## config.mk

```make
export PLATFORM = sky130hd
export DESIGN_NAME = ksub_offset
export DESIGN_NICKNAME = d
export VERILOG_FILES = /design/src/sv/ksub_pkg.sv /design/src/sv/ksub_offset.sv
export SDC_FILE = /design/constraint.sdc
export NUM_CORES = 2
export LEC_CHECK = 0
export ABC_AREA = 1
export BUFFER_PORTS_ARGS = -buffer_cell sky130_fd_sc_hd__buf_2
export CAP_MARGIN = 20
export CORE_AREA = 2 2 276 278
export DETAILED_ROUTE_END_ITERATION = 10
export DIE_AREA = 0 0 278 280
export PLACE_DENSITY = 0.76
export SLEW_MARGIN = 15
export SYNTH_ARGS = -nofsm -noshare
export SYNTH_HDL_FRONTEND = slang
export SYNTH_SLANG_ARGS = --single-unit
```

## constraint.sdc

```tcl
create_clock -name clk -period 8.4 [get_ports clk]
set_input_delay 0.84 -clock clk [delete_from_list [all_inputs] [get_ports clk]]
set_output_delay 0.84 -clock clk [all_outputs]
set_load 0.02 [all_outputs]
```

## src/sv/ksub_pkg.sv

```systemverilog
package ksub_pkg;

  localparam int COORD_W  = 28;
  localparam int LEN_W    = COORD_W - 1;
  localparam int THIRD_W  = COORD_W - 2;
  localparam int DIR_W    = 4;
  localparam int IDX_W    = 2;
  localparam int MAG_W    = 32;
  localparam int COEF_W   = MAG_W + 1;
  localparam int TRIG_FRAC = 30;
  localparam int PROD_W   = LEN_W + MAG_W;
  localparam int QUOT_W   = PROD_W - TRIG_FRAC;
  localparam int RECIP_SHIFT = 33;
  localparam int QPROD_W  = QUOT_W + MAG_W;
  localparam int LP1_W    = LEN_W + 1;
  localparam int TPROD_W  = LP1_W + MAG_W;
  localparam int SUM_W    = COORD_W + 2;
  localparam int IN_DATA_W  = 88;
  localparam int OUT_DATA_W = 88;

  localparam logic [DIR_W-1:0] DIR_COUNT = 4'd12;

  // ceil(2^33 / 3): exact floor division by three below 2^32
  localparam logic [MAG_W-1:0] RECIP3 = 32'hAAAA_AAAB;
  // half of three units of the trig scale, for round to nearest
  localparam logic [PROD_W-1:0] ROUND_HALF = PROD_W'(64'd3 << (TRIG_FRAC - 1));

  localparam logic signed [COEF_W-1:0] TRIG_ONE  = 33'sd1073741824;
  localparam logic signed [COEF_W-1:0] TRIG_ROOT = 33'sd929887697;
  localparam logic signed [COEF_W-1:0] TRIG_HALF = 33'sd536870912;

  localparam logic signed [SUM_W-1:0] COORD_MAX = SUM_W'((64'sd1 <<< (COORD_W - 1)) - 1);
  localparam logic signed [SUM_W-1:0] COORD_MIN = SUM_W'(-(64'sd1 <<< (COORD_W - 1)));

  typedef enum logic [IDX_W-1:0] {
    PIECE_START      = 2'd0,
    PIECE_TWO_THIRDS = 2'd1,
    PIECE_RISE       = 2'd2,
    PIECE_FALL       = 2'd3
  } piece_kind_t;

  typedef struct packed {
    logic [COORD_W-1:0] x;
    logic [COORD_W-1:0] y;
    logic [LEN_W-1:0]   len;
    logic [DIR_W-1:0]   dir;
  } seg_t;

  typedef struct packed {
    logic [COORD_W-1:0] x;
    logic [COORD_W-1:0] y;
    logic [LEN_W-1:0]   len;
    logic [MAG_W-1:0]   mag_x;
    logic               neg_x;
    logic [MAG_W-1:0]   mag_y;
    logic               neg_y;
    logic [DIR_W-1:0]   dir;
    piece_kind_t        kind;
  } piece_t;

  typedef struct packed {
    logic en2;
    logic en3;
    logic en4;
  } stage_en_t;

  function automatic logic [DIR_W-1:0] mod12(input logic [DIR_W:0] v);
    logic [DIR_W:0] r;
    r = (v >= {1'b0, DIR_COUNT}) ? v - {1'b0, DIR_COUNT} : v;
    return r[DIR_W-1:0];
  endfunction

  // cosine in 30 degree steps, Q30
  function automatic logic signed [COEF_W-1:0] trig_cos(input logic [DIR_W-1:0] d);
    logic signed [COEF_W-1:0] c;
    unique case (d)
      4'd0:    c = TRIG_ONE;
      4'd1:    c = TRIG_ROOT;
      4'd2:    c = TRIG_HALF;
      4'd3:    c = '0;
      4'd4:    c = -TRIG_HALF;
      4'd5:    c = -TRIG_ROOT;
      4'd6:    c = -TRIG_ONE;
      4'd7:    c = -TRIG_ROOT;
      4'd8:    c = -TRIG_HALF;
      4'd9:    c = '0;
      4'd10:   c = TRIG_HALF;
      4'd11:   c = TRIG_ROOT;
      default: c = '0;
    endcase
    return c;
  endfunction

  // offset coefficient of a piece along one axis, in thirds of the length
  function automatic logic signed [COEF_W-1:0] koch_coef(input piece_kind_t k,
                                                         input logic [DIR_W-1:0] d,
                                                         input logic is_y);
    logic [DIR_W-1:0] a;
    logic [DIR_W-1:0] b;
    logic signed [COEF_W-1:0] c;
    a = is_y ? mod12({1'b0, d} + 5'd9)  : d;
    b = is_y ? mod12({1'b0, d} + 5'd11) : mod12({1'b0, d} + 5'd2);
    unique case (k)
      PIECE_START:      c = '0;
      PIECE_TWO_THIRDS: c = trig_cos(a) <<< 1;
      PIECE_RISE:       c = trig_cos(a);
      PIECE_FALL:       c = trig_cos(a) + trig_cos(b);
      default:          c = '0;
    endcase
    return c;
  endfunction

  function automatic logic [DIR_W-1:0] piece_dir(input piece_kind_t k,
                                                 input logic [DIR_W-1:0] d);
    logic [DIR_W-1:0] r;
    unique case (k)
      PIECE_RISE: r = mod12({1'b0, d} + 5'd2);
      PIECE_FALL: r = mod12({1'b0, d} + 5'd10);
      default:    r = d;
    endcase
    return r;
  endfunction

endpackage

```

## src/sv/ksub_offset.sv

```systemverilog
module ksub_offset import ksub_pkg::*; (
  input  logic               clk,
  input  stage_en_t          ctrl,
  input  logic [LEN_W-1:0]   len,
  input  logic [MAG_W-1:0]   mag,
  input  logic               neg,
  output logic [COORD_W-1:0] off_mag,
  output logic               off_neg
);

  logic [PROD_W-1:0]  prod_r, prod_nxt;
  logic               neg2_r, neg3_r, neg4_r;
  logic [QUOT_W-1:0]  quot_r, quot_nxt;
  logic [PROD_W-1:0]  rounded;
  logic [QPROD_W-1:0] qprod_r, qprod_nxt;

  always_comb begin
    prod_nxt  = PROD_W'(len) * PROD_W'(mag);
    // round to nearest over three trig units: add half, drop the trig scale
    rounded   = prod_r + ROUND_HALF;
    quot_nxt  = rounded[PROD_W-1:TRIG_FRAC];
    qprod_nxt = QPROD_W'(quot_r) * QPROD_W'(RECIP3);
  end

  always_ff @(posedge clk) begin
    if (ctrl.en2) begin
      prod_r <= prod_nxt;
      neg2_r <= neg;
    end
    if (ctrl.en3) begin
      quot_r <= quot_nxt;
      neg3_r <= neg2_r;
    end
    if (ctrl.en4) begin
      qprod_r <= qprod_nxt;
      neg4_r  <= neg3_r;
    end
  end

  assign off_mag = qprod_r[RECIP_SHIFT +: COORD_W];
  assign off_neg = neg4_r;

endmodule

```

# [Word-level counts from Yosys, hierarchy flattened]
# Cells that the tools add are included.
[totals] inputBits=64 out_inout_bits=29 wordCells=9 reg_bits=152
[op_classes] multipliers=2 addsub=1
[op_table] op="$mul 29x32->61 const B" count=1
[op_table] op="$add 59x31->59 const B" count=1
[op_table] op="$mul 27x32->59" count=1

# [Logic depth before layout (Yosys ltp)]
[depth] word_depth=1 depth_mapped=30 mapped_depth_nobuf=28

# [Worst setup path before layout]
# OpenSTA, ideal clock, no wires.
[synth_timing] kind="in2reg" start="input mag[28]" end="register prod_r[47] (data pin)" stages=27 slack_ns=1.782 required_ns=8.147 arrival_time_ns=6.365 n_path_buf=2 setup_time_ns=0.253 cell_sequence="clkbuf_1 clkbuf_1 nand2_1 fa_1 inv_1 fa_1 inv_1 fa_1 fa_1 inv_1 fa_1 fa_1 inv_1 fa_1 inv_1 ha_1 nand2_1 nor2_1 inv_1 nor2_1 inv_1 nor2_1 nand3_1 nand3_1 nand2_1 inv_1 nor2_1"
[synth_via] elab_chain_len=1
[synth_rtl] element="start: declaration" line_no="ksub_offset.sv:5" rtl="input logic [MAG_W-1:0] mag,"
[synth_rtl] element="$mul 27x32->59" line_no="ksub_offset.sv:18" rtl="prod_nxt = PROD_W'(len) * PROD_W'(mag);"
[synth_rtl] element="named net prod_nxt[47]" line_no="ksub_offset.sv:11" rtl="logic [PROD_W-1:0] prod_r, prod_nxt;"
[synth_rtl] element="end signal: assignment" line_no="ksub_offset.sv:27" rtl="prod_r <= prod_nxt;"
[synth_rtl] element="end: declaration" line_no="ksub_offset.sv:11"
# The timed path passes the listed nets, and every way through them passes these cells.
# A chain may end at the register's enable or synchronous reset.

# [Final worst setup path]
[layout_timing] start="register quot_r[7]" end="register qprod_r[41] (data pin)"
[layout_via] elab_chain_len=1
[layout_rtl] element="start: declaration" line_no="ksub_offset.sv:13" rtl="logic [QUOT_W-1:0] quot_r, quot_nxt;"
[layout_rtl] element="start signal: assignment" line_no="ksub_offset.sv:31" rtl="quot_r <= quot_nxt;"
[layout_rtl] element="$mul 29x32->61" line_no="ksub_offset.sv:22" rtl="qprod_nxt = QPROD_W'(quot_r) * QPROD_W'(RECIP3);"
[layout_rtl] element="named net qprod_nxt[41]" line_no="ksub_offset.sv:15" rtl="logic [QPROD_W-1:0] qprod_r, qprod_nxt;"
[layout_rtl] element="end signal: assignment" line_no="ksub_offset.sv:35" rtl="qprod_r <= qprod_nxt;"
[layout_rtl] element="end: declaration" line_no="ksub_offset.sv:15"
# The timed path passes the listed nets, and every way through them passes these cells.

==> key figures <==
Outcome
  – Status: finished, final reports clean

Min path
  – Hold crit path type: register to register
  – Hold depth: 0

Logic synthesis
  – Top_reg_cell synth: edfxtp_1
  – Syn Nets: 7,178
  – Syn_area_per_cell: 7.87 um^2
  – Sequential area share after synthesis: ~6.0%
  – Synth async-reset ratio: 0%
  – Post-synth EDFFs: 90
  – #FFs+latches synth: 90
  – Warnings from Yosys: 0
  – Netlist Area Pre-Place: 44,700 um^2
  – Synth unique cells: 38
  – Cells after synthesis: 5,675

Cells and area
  – Most frequent cells in the layout: 1,769 x inv_1, 1,423 x nand2_1, 975 x fa_1
  – Commonest non-fill, non-tap cell in the layout: inv_1
  – Fraction of layout instances using a drive strength above 1: 2.44%
  – N_diodes: 0
  – Area grow syn2layout: 3.09%
  – Design area: around 46,000 um^2
  – # nets final: 7,116

Setup path
  – Crit path arrival time: 7.32 ns
  – Critical path peak fanout: 5
  – Reg2Reg Depth: 24
  – CP endpoint kind: register
  – CP max stage cell: fa_1
  – CP dominant cell by count: inv_1
  – Worst path required time: 8.56 ns
  – Max stage delay on crit path: 0.78 ns
  – Critical path startpoint category: register
  – CP cell instances: ha_1, inv_1, fa_1, inv_1, fa_1, inv_1, fa_1, inv_1, fa_1, inv_1, fa_1, fa_1, inv_1, ha_1, ha_1, nand2_1, nor2_1, inv_1, nor3_1, inv_1, nor2_1, nand3_1, nand3_1, xor2_1
  – Critical path class: register to register

STA
  – Slew HR: around two fifths
  – Slew @ Worst Pin: 0.913 ns
  – Tcrit/Tclk final: between 80% and 90%
  – Setup TNS: 0 ns
  – Worst Skew: 0.0215 ns
  – Post-layout worst setup margin: 1.24 ns
  – Fin crit period: 7.16 ns
  – Fin. Hold Viols: 0
  – Max-slew violation count: 0
  – RSZ-0062 raised after global routing: false
  – Fmax: 0.140 GHz
  – # setup viols final: 0

Floorplanning
  – Die height: 280 um
  – Die Width: 278 um
  – Core Rows: 101
  – Core box area: 75,200 um^2
  – I/O pin count: 93
  – Starting density of the core: approximately three fifths
  – Die ar.: 77,800 um^2

Clock network
  – Post-CTS setup buffer count: 0
  – Post-CTS sizing: 0
  – CTS Buffer Depth: 2
  – Root Buffer: clkbuf_16
  – Cts hold-fix bufs: 0
  – Worst-path clk slew: about 0.070 ns
  – Worst skew pair latency: 0.39 ns
  – Clock buffer count from CTS: 9
  – Clock sink total: 90
  – TritonCTS clock tree: built
  – Htree depth: 3

Detailed routing
  – Vias per inst: 5.38
  – First-pass DRT Iterations: 6
  – DR DRC count: 0
  – Iteration-0 DRC Markers: 2,688
  – Routed len/inst: 18.3 um
  – Antenna Nets Post-Route: 0
  – Vias: 35,509
  – Drt total wl: 121 mm

Global route
  – Largest net degree at the start of global routing: 33
  – Grt ovf: 0
  – Initial antenna violation count: 0
  – GRT Total Usage: 32.9%
  – Vias in the first global route: 38,883
  – First-pass GRT wire length: between 200 and 250 mm

Placed design
  – Pre-CTS WS: just over 1 ns
  – Final Wtd Congestion: just under 1
  – DP HPWL: 103 mm
  – Port Buffers: between 90 and 100
  – Post-DP Area: 45,800 um^2

Flow run
  – MaxCap Viol Count: 0
## registers in the layout, indices dropped and copies added (netlist names)
register	count
neg3_r	1
prod_r	30
off_neg	1
quot_r	29
qprod_r	28
neg2_r	1
## worst paths after layout
path,from,to,slack (ns)
worst max-delay path,quot_r[7],qprod_r[41],1.24
worst min-delay path,neg3_r,off_neg,0.44
worst min register to register,neg3_r,off_neg,0.44
worst max register to register,quot_r[7],qprod_r[41],1.24
## area by class of cell
type	instances	area, um^2
Multi-Input combinational cell	3638	34700
Fill cell	6661	29100
Inverter	1770	6640
Sequential cell	90	2700
Tap cell	978	1220
Timing Repair Buffer	104	551
Clock buffer	9	225
Clock inverter	7	50.0
## logic make-up after synthesis
| family | share of synthesized area, % |
|---|---|
| buffers and inverters | 16.4 |
| flip-flops | 6.05 |
| adder cells (fa/ha/maj) | 56.7 |
| XOR/XNOR | 0.960 |
| AO/OA/AOI/OAI | 3.44 |
| AND/OR/NAND/NOR | 16.5 |
## cells in the mapped netlist, types with 2 or more instances
library cell / instances / share of area [%]
nor3_1: 24 / 0.27
a21oi_1: 151 / 1.7
o21bai_1: 19 / 0.32
nor4_1: 6 / 0.084
xnor2_1: 18 / 0.35
nand2_2: 5 / 0.070
nand3b_1: 3 / 0.050
nand3_1: 104 / 1.2
o21a_1: 12 / 0.20
xor2_1: 31 / 0.61
nor2_2: 3 / 0.042
nand4_1: 33 / 0.46
ha_1: 464 / 13
o21ai_1: 7 / 0.078
or2_2: 2 / 0.028
nand2_1: 1423 / 12
fa_1: 975 / 44
a21boi_0: 3 / 0.050
nor2_4: 2 / 0.050
inv_1: 1769 / 15
clkbuf_1: 171 / 1.4
and2_1: 2 / 0.028
buf_1: 5 / 0.042
and3_1: 2 / 0.028
edfxtp_1: 90 / 6.0
o21ai_0: 86 / 0.96
a21o_1: 6 / 0.10
nor2_1: 249 / 2.1
## layer usage
layer	share of wire (%)	up-vias	wire (um)	GRT usage [%]
met4	4.3	0	5160	12.5
met3	8.4	338	10200	4.57
met1	40	17443	48200	43.2
li1	-	16077	-	-
met5	0	-	0	0
met2	47	1651	57400	55.8
## stage by stage
step / utilization [%] / hold slack, ns / std cells
finish: 61.3 / 0.436 / 6596
global route: 61.3 / 0.446 / 6596
CTS: 61.3 / 0.442 / 6596
detailed placement: 60.9 / 0.410 / 6580
global placement: 60.9 / 0.419 / 6580
floorplan: - / 0.400 / 5675
## worst max-delay path, delay by kind of cell, from the launching register on
family	cells	cell delay, ns
fa+ha+maj	9	4.56
simple gates	6	0.79
buf+inv	8	0.74
flops	1	0.53
xor+xnor	1	0.32
Power is not shown: default switching activity piles up to over one toggle a cycle in this logic, so the estimate is an artifact.
