### src/sv/ksub_pkg.sv
package ksub_pkg;

  localparam int COORD_W  = 28;
  localparam int LEN_W    = COORD_W - 1;
  localparam int THIRD_W  = COORD_W - 2;
  localparam int DIR_W    = 4;
  localparam int IDX_W    = 2;
  localparam int MAG_W    = 32;
  localparam int COEF_W   = MAG_W + 1;
  localparam int TRIG_FRAC = 30;
  localparam int PROD_W   = LEN_W + MAG_W;
  localparam int QUOT_W   = PROD_W - TRIG_FRAC;
  localparam int RECIP_SHIFT = 33;
  localparam int QPROD_W  = QUOT_W + MAG_W;
  localparam int LP1_W    = LEN_W + 1;
  localparam int TPROD_W  = LP1_W + MAG_W;
  localparam int SUM_W    = COORD_W + 2;
  localparam int IN_DATA_W  = 88;
  localparam int OUT_DATA_W = 88;

  localparam logic [DIR_W-1:0] DIR_COUNT = 4'd12;

  // ceil(2^33 / 3): exact floor division by three below 2^32
  localparam logic [MAG_W-1:0] RECIP3 = 32'hAAAA_AAAB;
  // half of three units of the trig scale, for round to nearest
  localparam logic [PROD_W-1:0] ROUND_HALF = PROD_W'(64'd3 << (TRIG_FRAC - 1));

  localparam logic signed [COEF_W-1:0] TRIG_ONE  = 33'sd1073741824;
  localparam logic signed [COEF_W-1:0] TRIG_ROOT = 33'sd929887697;
  localparam logic signed [COEF_W-1:0] TRIG_HALF = 33'sd536870912;

  localparam logic signed [SUM_W-1:0] COORD_MAX = SUM_W'((64'sd1 <<< (COORD_W - 1)) - 1);
  localparam logic signed [SUM_W-1:0] COORD_MIN = SUM_W'(-(64'sd1 <<< (COORD_W - 1)));

  typedef enum logic [IDX_W-1:0] {
    PIECE_START      = 2'd0,
    PIECE_TWO_THIRDS = 2'd1,
    PIECE_RISE       = 2'd2,
    PIECE_FALL       = 2'd3
  } piece_kind_t;

  typedef struct packed {
    logic [COORD_W-1:0] x;
    logic [COORD_W-1:0] y;
    logic [LEN_W-1:0]   len;
    logic [DIR_W-1:0]   dir;
  } seg_t;

  typedef struct packed {
    logic [COORD_W-1:0] x;
    logic [COORD_W-1:0] y;
    logic [LEN_W-1:0]   len;
    logic [MAG_W-1:0]   mag_x;
    logic               neg_x;
    logic [MAG_W-1:0]   mag_y;
    logic               neg_y;
    logic [DIR_W-1:0]   dir;
    piece_kind_t        kind;
  } piece_t;

  typedef struct packed {
    logic en2;
    logic en3;
    logic en4;
  } stage_en_t;

  function automatic logic [DIR_W-1:0] mod12(input logic [DIR_W:0] v);
    logic [DIR_W:0] r;
    r = (v >= {1'b0, DIR_COUNT}) ? v - {1'b0, DIR_COUNT} : v;
    return r[DIR_W-1:0];
  endfunction

  // cosine in 30 degree steps, Q30
  function automatic logic signed [COEF_W-1:0] trig_cos(input logic [DIR_W-1:0] d);
    logic signed [COEF_W-1:0] c;
    unique case (d)
      4'd0:    c = TRIG_ONE;
      4'd1:    c = TRIG_ROOT;
      4'd2:    c = TRIG_HALF;
      4'd3:    c = '0;
      4'd4:    c = -TRIG_HALF;
      4'd5:    c = -TRIG_ROOT;
      4'd6:    c = -TRIG_ONE;
      4'd7:    c = -TRIG_ROOT;
      4'd8:    c = -TRIG_HALF;
      4'd9:    c = '0;
      4'd10:   c = TRIG_HALF;
      4'd11:   c = TRIG_ROOT;
      default: c = '0;
    endcase
    return c;
  endfunction

  // offset coefficient of a piece along one axis, in thirds of the length
  function automatic logic signed [COEF_W-1:0] koch_coef(input piece_kind_t k,
                                                         input logic [DIR_W-1:0] d,
                                                         input logic is_y);
    logic [DIR_W-1:0] a;
    logic [DIR_W-1:0] b;
    logic signed [COEF_W-1:0] c;
    a = is_y ? mod12({1'b0, d} + 5'd9)  : d;
    b = is_y ? mod12({1'b0, d} + 5'd11) : mod12({1'b0, d} + 5'd2);
    unique case (k)
      PIECE_START:      c = '0;
      PIECE_TWO_THIRDS: c = trig_cos(a) <<< 1;
      PIECE_RISE:       c = trig_cos(a);
      PIECE_FALL:       c = trig_cos(a) + trig_cos(b);
      default:          c = '0;
    endcase
    return c;
  endfunction

  function automatic logic [DIR_W-1:0] piece_dir(input piece_kind_t k,
                                                 input logic [DIR_W-1:0] d);
    logic [DIR_W-1:0] r;
    unique case (k)
      PIECE_RISE: r = mod12({1'b0, d} + 5'd2);
      PIECE_FALL: r = mod12({1'b0, d} + 5'd10);
      default:    r = d;
    endcase
    return r;
  endfunction

endpackage

### src/sv/ksub_issue.sv
module ksub_issue import ksub_pkg::*; (
  input  logic   clk,
  input  logic   rst_n,
  input  logic   in_valid,
  output logic   in_ready,
  input  seg_t   in_seg,
  input  logic   s1_ready,
  output logic   s1_valid,
  output piece_t s1_piece
);

  logic        hold_valid_r, hold_valid_nxt;
  seg_t        hold_r, hold_nxt;
  piece_kind_t kind_r, kind_nxt;
  logic        s1_valid_r, s1_valid_nxt;
  piece_t      s1_r, s1_nxt;

  logic rdy1, issue, last_issue, accept;
  logic signed [COEF_W-1:0] cx, cy;
  logic [COEF_W-1:0] ax, ay;

  assign rdy1       = !s1_valid_r || s1_ready;
  assign issue      = hold_valid_r && rdy1;
  assign last_issue = issue && (kind_r == PIECE_FALL);
  assign in_ready   = !hold_valid_r || last_issue;
  assign accept     = in_valid && in_ready;

  always_comb begin
    hold_valid_nxt = hold_valid_r;
    kind_nxt       = kind_r;
    if (accept) begin
      hold_valid_nxt = 1'b1;
      kind_nxt       = PIECE_START;
    end else if (issue) begin
      hold_valid_nxt = !last_issue;
      kind_nxt       = piece_kind_t'(kind_r + 2'd1);
    end
    s1_valid_nxt = rdy1 ? hold_valid_r : s1_valid_r;

    // direction codes above eleven wrap once
    hold_nxt     = in_seg;
    hold_nxt.dir = mod12({1'b0, in_seg.dir});

    cx = koch_coef(kind_r, hold_r.dir, 1'b0);
    cy = koch_coef(kind_r, hold_r.dir, 1'b1);
    ax = cx[COEF_W-1] ? COEF_W'(-cx) : COEF_W'(cx);
    ay = cy[COEF_W-1] ? COEF_W'(-cy) : COEF_W'(cy);

    s1_nxt.x     = hold_r.x;
    s1_nxt.y     = hold_r.y;
    s1_nxt.len   = hold_r.len;
    s1_nxt.mag_x = ax[MAG_W-1:0];
    s1_nxt.neg_x = cx[COEF_W-1];
    s1_nxt.mag_y = ay[MAG_W-1:0];
    s1_nxt.neg_y = cy[COEF_W-1];
    s1_nxt.dir   = piece_dir(kind_r, hold_r.dir);
    s1_nxt.kind  = kind_r;
  end

  always_ff @(posedge clk) begin
    if (!rst_n) begin
      hold_valid_r <= 1'b0;
      kind_r       <= PIECE_START;
      s1_valid_r   <= 1'b0;
    end else begin
      hold_valid_r <= hold_valid_nxt;
      kind_r       <= kind_nxt;
      s1_valid_r   <= s1_valid_nxt;
    end
  end

  always_ff @(posedge clk) begin
    if (accept) begin
      hold_r <= hold_nxt;
    end
    if (issue) begin
      s1_r <= s1_nxt;
    end
  end

  assign s1_valid = s1_valid_r;
  assign s1_piece = s1_r;

endmodule

### config.mk
export PLATFORM = sky130hd
export DESIGN_NAME = ksub_issue
export DESIGN_NICKNAME = d
export VERILOG_FILES = /design/src/sv/ksub_pkg.sv /design/src/sv/ksub_issue.sv
export SDC_FILE = /design/constraint.sdc
export NUM_CORES = 1
export LEC_CHECK = 0
export ABC_AREA = 1
export BUFFER_PORTS_ARGS = -buffer_cell sky130_fd_sc_hd__buf_2
export CORE_ASPECT_RATIO = 0.8
export CORE_MARGIN = 5
export CORE_UTILIZATION = 54
export DETAILED_ROUTE_END_ITERATION = 8
export GPL_ROUTABILITY_DRIVEN = 0
export MAX_ROUTING_LAYER = met4
export PLACE_DENSITY_LB_ADDON = 0.1
export SYNTH_ARGS = -nofsm -noshare
export SYNTH_HDL_FRONTEND = slang
export SYNTH_MEMORY_MAX_BITS = 65536
export SYNTH_SLANG_ARGS = --single-unit
### constraint.sdc
create_clock -name clk -period 9.2 [get_ports clk]
set_input_delay 0.92 -clock clk [delete_from_list [all_inputs] [get_ports clk]]
set_output_delay 0.92 -clock clk [all_outputs]
set_load 0.02 [all_outputs]
=== Word-level counts from Yosys, hierarchy flattened ===
Memories as Yosys holds them, arrays and structs flattened. A register that Yosys moved wholly into a read port is not among the register bits.
Index checks and enable logic that the tools add are counted.

* Magnitude comparators: 5
* Shift operators: 0
* Div/mod/pow operators: 0
* $add $sub $neg: 14
* Bitwise operators: 1
* Eq/ne operators: 3
* Multiplexer cells: 19
* Reduce and logical (&&, ||, !) cells: 11
* Multiply operators: 0

{| class="wikitable"
|+ Operator list
! cell !! count
|-
| 33-bit case mux with 4 select lines || 2
|-
| 33-bit 2-to-1 mux || 4
|-
| 33-bit adder || 2
|-
| 32-bit 2-to-1 mux || 2
|-
| 32-bit negation || 2
|-
| 4-bit 2-to-1 mux || 8
|-
| 5-bit by 4-bit >= comparator with 1-bit output (second input constant) || 4
|-
| 4-bit subtractor (second input constant) || 5
|-
| 4-bit by 4-bit adder with 5-bit output (second input constant) || 3
|-
| 4-bit case mux with 2 select lines || 1
|-
| 4-bit by 2-bit adder with 5-bit output (second input constant) || 1
|-
| 2-bit == test (second input constant) || 2
|-
| 4-bit >= comparator (second input constant) || 1
|-
| 1-bit logical AND || 3
|-
| 1-bit logical NOT || 3
|-
| 2-bit by 1-bit adder with 2-bit output (second input constant) || 1
|-
| 2-bit by 1-bit == test with 1-bit output (second input constant) || 1
|-
| 2-bit logical NOT || 1
|-
| 1-bit logical OR || 2
|-
| 1-bit 2-to-1 mux || 2
|-
| 2-bit nonzero test || 1
|-
| 2-bit OR reduction || 1
|-
| 1-bit inverter || 1
|}

* Memories kept: 8
* Memory bits (read-only): 4224
* Output and inout bits: 157
* Memory bits (writable): 0
* Word-level logic and storage cells: 77
* Flip-flop bits (word level): 246
* Input bits: 91
* Latch bits: 0

{| class="wikitable"
|+ Memory list
! memory !! depth !! width !! rd ports !! clocked after memory_dff !! wr ports !! RTL line !! text
|-
| (name not given) || 16 || 33 || 1 || 1 || 0 || ksub_pkg.sv:76 || <nowiki>unique case (d)</nowiki>
|-
| (name not given) || 16 || 33 || 1 || 1 || 0 || ksub_pkg.sv:76 ||
|-
| (name not given) || 16 || 33 || 1 || 1 || 0 || ksub_pkg.sv:76 ||
|-
| (name not given) || 16 || 33 || 1 || 0 || 0 || ksub_pkg.sv:76 ||
|-
| (name not given) || 16 || 33 || 1 || 0 || 0 || ksub_pkg.sv:76 ||
|-
| (name not given) || 16 || 33 || 1 || 0 || 0 || ksub_pkg.sv:76 ||
|-
| 2 more memories || - || - || - || - || - || - ||
|}

=== Depth between registers and ports, before layout ===
An unclocked memory read counts as a cell.

* Word-level depth: 9
* Mapped depth: 35
* Gate-level depth less buffers: 35

=== Worst setup path before layout ===
Ideal clock, no wire load.

* Path kind: input port to flip-flop
* Start: in s1_ready
* End: reg with a tool-made name
* Setup slack: 2.609 ns
* Stages on the path: 10
* Arrival: 6.456 ns
* Library setup time: 0.135 ns
* Path buffers: 0
* Required time: 9.065 ns
* Path through: inv_1 nand2_1 a21oi_1 nor2_1 inv_1 o21ai_0 inv_1 ha_1 o21ai_0 o22ai_1

{| class="wikitable"
|+ RTL lines
! item !! RTL line !! text
|-
| start, declared || ksub_issue.sv:7 || <nowiki>input logic s1_ready,</nowiki>
|}

=== Worst setup path in the final report ===
* Start: reg hold_r[1] (netlist bit)
* End: reg s1_r (netlist bit s1_piece[54]) (data pin)

* Cells in the longest elaborated chain, start to end: 9
* Elaborated cells on any way between the ends: 10
* Classes of those cells: 4 x add/sub; 1 x order compare; 4 x mux; 1 x memory

{| class="wikitable"
|+ Ends and longest elaborated chain
! item !! RTL line !! text
|-
| start, declared || ksub_issue.sv:13 || <nowiki>seg_t hold_r, hold_nxt;</nowiki>
|-
| start signal, assigned || ksub_issue.sv:74 || <nowiki>hold_r <= hold_nxt;</nowiki>
|-
| 4-bit by 2-bit adder with 5-bit output * || ksub_pkg.sv:102 || <nowiki>b = is_y ? mod12({1'b0, d} + 5'd11) : mod12({1'b0, d} + 5'd2);</nowiki>
|-
| 4-bit subtractor / 5-bit by 4-bit >= comparator with 1-bit output (equally long branches) || ksub_pkg.sv:69 || <nowiki>r = (v >= {1'b0, DIR_COUNT}) ? v - {1'b0, DIR_COUNT} : v;</nowiki>
|-
| 4-bit 2-to-1 mux * || ksub_pkg.sv:69 ||
|-
| memory read 16 x 33 bit * || - ||
|-
| 33-bit 2-to-1 mux * || ksub_pkg.sv:103 || <nowiki>unique case (k)</nowiki>
|-
| 33-bit adder * || ksub_pkg.sv:107 || <nowiki>PIECE_FALL: c = trig_cos(a) + trig_cos(b);</nowiki>
|-
| 33-bit case mux with 4 select lines * || ksub_pkg.sv:103 ||
|-
| 32-bit negation || ksub_issue.sv:46 || <nowiki>ax = cx[COEF_W-1] ? COEF_W'(-cx) : COEF_W'(cx);</nowiki>
|-
| 32-bit 2-to-1 mux * || ksub_issue.sv:46 ||
|-
| net ax[14] || ksub_issue.sv:20 || <nowiki>logic [COEF_W-1:0] ax, ay;</nowiki>
|-
| end signal, assigned || ksub_issue.sv:77 || <nowiki>s1_r <= s1_nxt;</nowiki>
|-
| end, declared || ksub_issue.sv:16 || <nowiki>piece_t s1_r, s1_nxt;</nowiki>
|}

The timed path passes the listed nets; every way through them passes the cells marked *. The select of a mux whose other input is x is not followed.
A chain may end at the register's enable or synchronous reset.

==> run_results.csv <==
group,metric,value,unit
pwr,combPwrFrac,13.0,%
pwr,powerDensity,198.3,mW/mm²
pwr,switching_share,25.24,%
clocking,cts_root_buf,"clkbuf_16",
logic_synthesis,syn_inst,940,
clocking,cts_tree,"built",
worst_setup_path,slowest_delay,0.52,ns
global_route,gr-usage-met3,4.360,%
global_route,grt_util_all_layers,21.33,%
worst_setup_path,worstPathArrival,5.86,ns
sta,setup_viol,0,
worst_setup_path,slowest_stage,"edfxtp_1",
sta,maxSlewViolCount,0,
sta,tightest_slew,1.012,ns
worst_setup_path,worst-setup-path-type,"reg2reg",
final_layout,seq_area,0.007467,mm²
logic_synthesis,syn-cell-area,0.01105,mm²
pwr,p_sw,0.6671,mW
clocking,insertion_delay,0.52,ns
routing,dr.pass1.iters,5,
worst_hold_path,min_path_type,"reg2reg",
final_layout,n_antenna_cell,0,
pwr,pwr-share-clk,35.8,%
global_route,first_global_vias,7182,
routing,avgViaCountPerCell,5.176,
sta,slew_headroom,32.51,%
logic_synthesis,ys_seq_area_share,67.58,%
final_layout,final_cells,1481,
sta,hold_ws,0.4136,ns
placed_design,io_buffer_count,247,
logic_synthesis,synth.ff_latch_count,252,
global_route,grt_max_degree,85,
clocking,cts.path.max_buffers,3,
floorplanning,row_count,46,
worst_hold_path,hold_depth,0,
placed_design,placed_area,0.01257,mm²
worst_setup_path,worstPathMaxFanout,34,
placed_design,pre_cts_slack,3.685,ns
worst_setup_path,worstSetupStartpointType,"register",
global_route,grt_use_met2,32.79,%
routing,vias,7666,
final_layout,utilization,66.75,%
global_route,overflow,0,
floorplanning,chipWidth,169.9,µm
clocking,cts_buffers,24,
worst_setup_path,end_kind,"register",
floorplanning,core,0.01997,mm²
final_layout,nets,1333,
floorplanning,start_util,55.33,%
clocking,clk_pin_slew,0.06,ns
pwr,finalPower,2.643,mW
clocking,cts_setup_buffers,0,
pwr,power.leakage,5.862,nW
routing,drtAntennaViolNets,0,
sta,fmax,178.3,MHz
floorplanning,fp.dieH,137.9,µm
logic_synthesis,synth_area_leaders,"edfxtp_1 66%, nand2_1 7.0%, ha_1 4.3%",
final_layout,multi_input_area,0.003124,mm²
routing,drt_iter0_drc,635,
logic_synthesis,ys_types,43,
pwr,p_seq_share,51.2,%
floorplanning,die_area,0.02344,mm²
run,maxCapViolations,0,
logic_synthesis,syn_nets,1074,
logic_synthesis,synth_edf_count,242,
logic_synthesis,async_reset_ff_share,0,%
placed_design,dp_hpwl,18470,µm
global_route,grt_util_met1,30.28,%
pwr,intPower,1.976,mW
logic_synthesis,yosysTopAreaCellShare,65.77,%
final_layout,fillCellCount,1515,
global_route,grt_most_used_layer,"met2",
status,outcome,"finished clean",
sta,rsz0062_at_grt,"no",
sta,min_period_over_period,60.96,%
global_route,grt_pass1_wl,38540,µm
final_layout,drive_above_1_share,27.28,%
logic_synthesis,ys_warn_count,0,
placed_design,place_inst,1437,
sta,setup_slack,3.592,ns
logic_synthesis,yosysTopAreaCell,"edfxtp_1",
sta,skew,0.01460,ns
clocking,cts_resized,0,
worst_setup_path,cpMostUsedCell,"nand2_1",
logic_synthesis,syn_area_per_cell,11.75,µm²
routing,routedWlPerCell,17.00,µm
sta,period_minus_slack,5.608,ns
routing,routed_wirelength,25180,µm
global_route,antenna_found_initial,0,
worst_setup_path,required,9.45,ns
worst_setup_path,worst-r2r-cell-count,29,
pwr,vdd_drop_max,0.0001785,V
clocking,htreeDepth,1,
clocking,holdBufCountCts,0,
sta,fin_tns_setup,0,ns
clocking,cts_sinks,252,
final_layout,synthToLayoutAreaGrowth,20.64,%
logic_synthesis,ys.flop_type,"edfxtp_1",
floorplanning,io_pins,248,
final_layout,fin_area,0.01333,mm²
sta,hold_viol_final,0,
routing,drc,0,
-- synthesized netlist by cell type (4+ instances only) --
master	count
ha_1	38
xor2_1	8
o211ai_1	7
dfxtp_1	10
o21ai_1	17
inv_1	92
o21ai_0	73
nand4_1	5
nand2_2	12
nor2_1	45
buf_2	9
or2_2	7
nor2_2	6
edfxtp_1	242
inv_2	7
nand3b_1	4
nand2_1	207
nand3_1	60
a21oi_1	42
clkbuf_1	6
fa_1	5
-- layer usage --
layer  vias up  routed length (µm)
li1       3777                   -
met4         0                 447
met1      3528               10980
met2       323               11470
met3        38                2280
met5         -                   0
-- cell families (layout without fill, tap and decap cells) --
logic type | after synthesis | count (layout) | share of synthesized area (%)
simple gates | 358 | 358 | 14.22
fa+ha+maj | 43 | 43 | 5.209
buf+inv | 119 | 396 | 4.212
flops | 252 | 252 | 67.58
xor+xnor | 9 | 9 | 0.7134
compound gates | 159 | 159 | 8.063
-- cell type report --
class	count	share of cell area [%]
clock buffer	31	4.702
clock inverter	13	0.9855
inverter	101	2.882
multi-input combinational	569	23.44
sequential	252	56.02
tap	264	2.478
timing repair buffer	251	9.499
-- final timing paths --
kind	slack, ns	start	to
worst max-delay path	3.59	hold_r[1]	s1_piece[54]
worst min-delay path	0.41	hold_r[18]	s1_piece[86]
worst max register to register	3.59	hold_r[1]	s1_piece[54]
worst min register to register	0.41	hold_r[18]	s1_piece[86]
-- cell usage in the layout, fill, tap and decap left out, drive strengths merged, types with 8 or more instances in the layout --
cell / synthesis / routed
a21oi: 44 / 44
o21ai: 92 / 92
clkinv: 2 / 11
nand3: 63 / 63
buf: 12 / 251
ha: 38 / 38
edfxtp: 242 / 242
clkbuf: 6 / 31
nor2: 53 / 53
xor2: 8 / 8
inv: 99 / 100
dfxtp: 10 / 10
nand2: 222 / 222
-- power groups by stage --
stage                     logic (mW)  clock network, mW  registers, mW
final                          0.344              0.946           1.35
after global routing           0.383               1.02           1.36
after CTS                      0.343              0.969           1.35
after detailed placement       0.341                  0           1.38
after global placement         0.339                  0           1.37
after floorplan                0.185                  0           1.43
-- state kept, by name, indices dropped and copies added, names as in the netlist, named ones only --
| signal | count |
|---|---|
| hold_r | 87 |
| hold_valid_r | 1 |
| kind_r | 2 |
| s1_piece | 155 |
| s1_valid | 1 |
-- worst max-delay path: cells and delay by family (launching register included) --
| kind | cells | cell delay [ns] |
|---|---|---|
| compound gates | 3 | 0.56 |
| flops | 1 | 0.52 |
| fa+ha+maj | 5 | 1.58 |
| simple gates | 15 | 1.77 |
| xor+xnor | 1 | 0.18 |
| buf+inv | 5 | 0.71 |
Note: power is estimated with default switching activity, not from simulation.
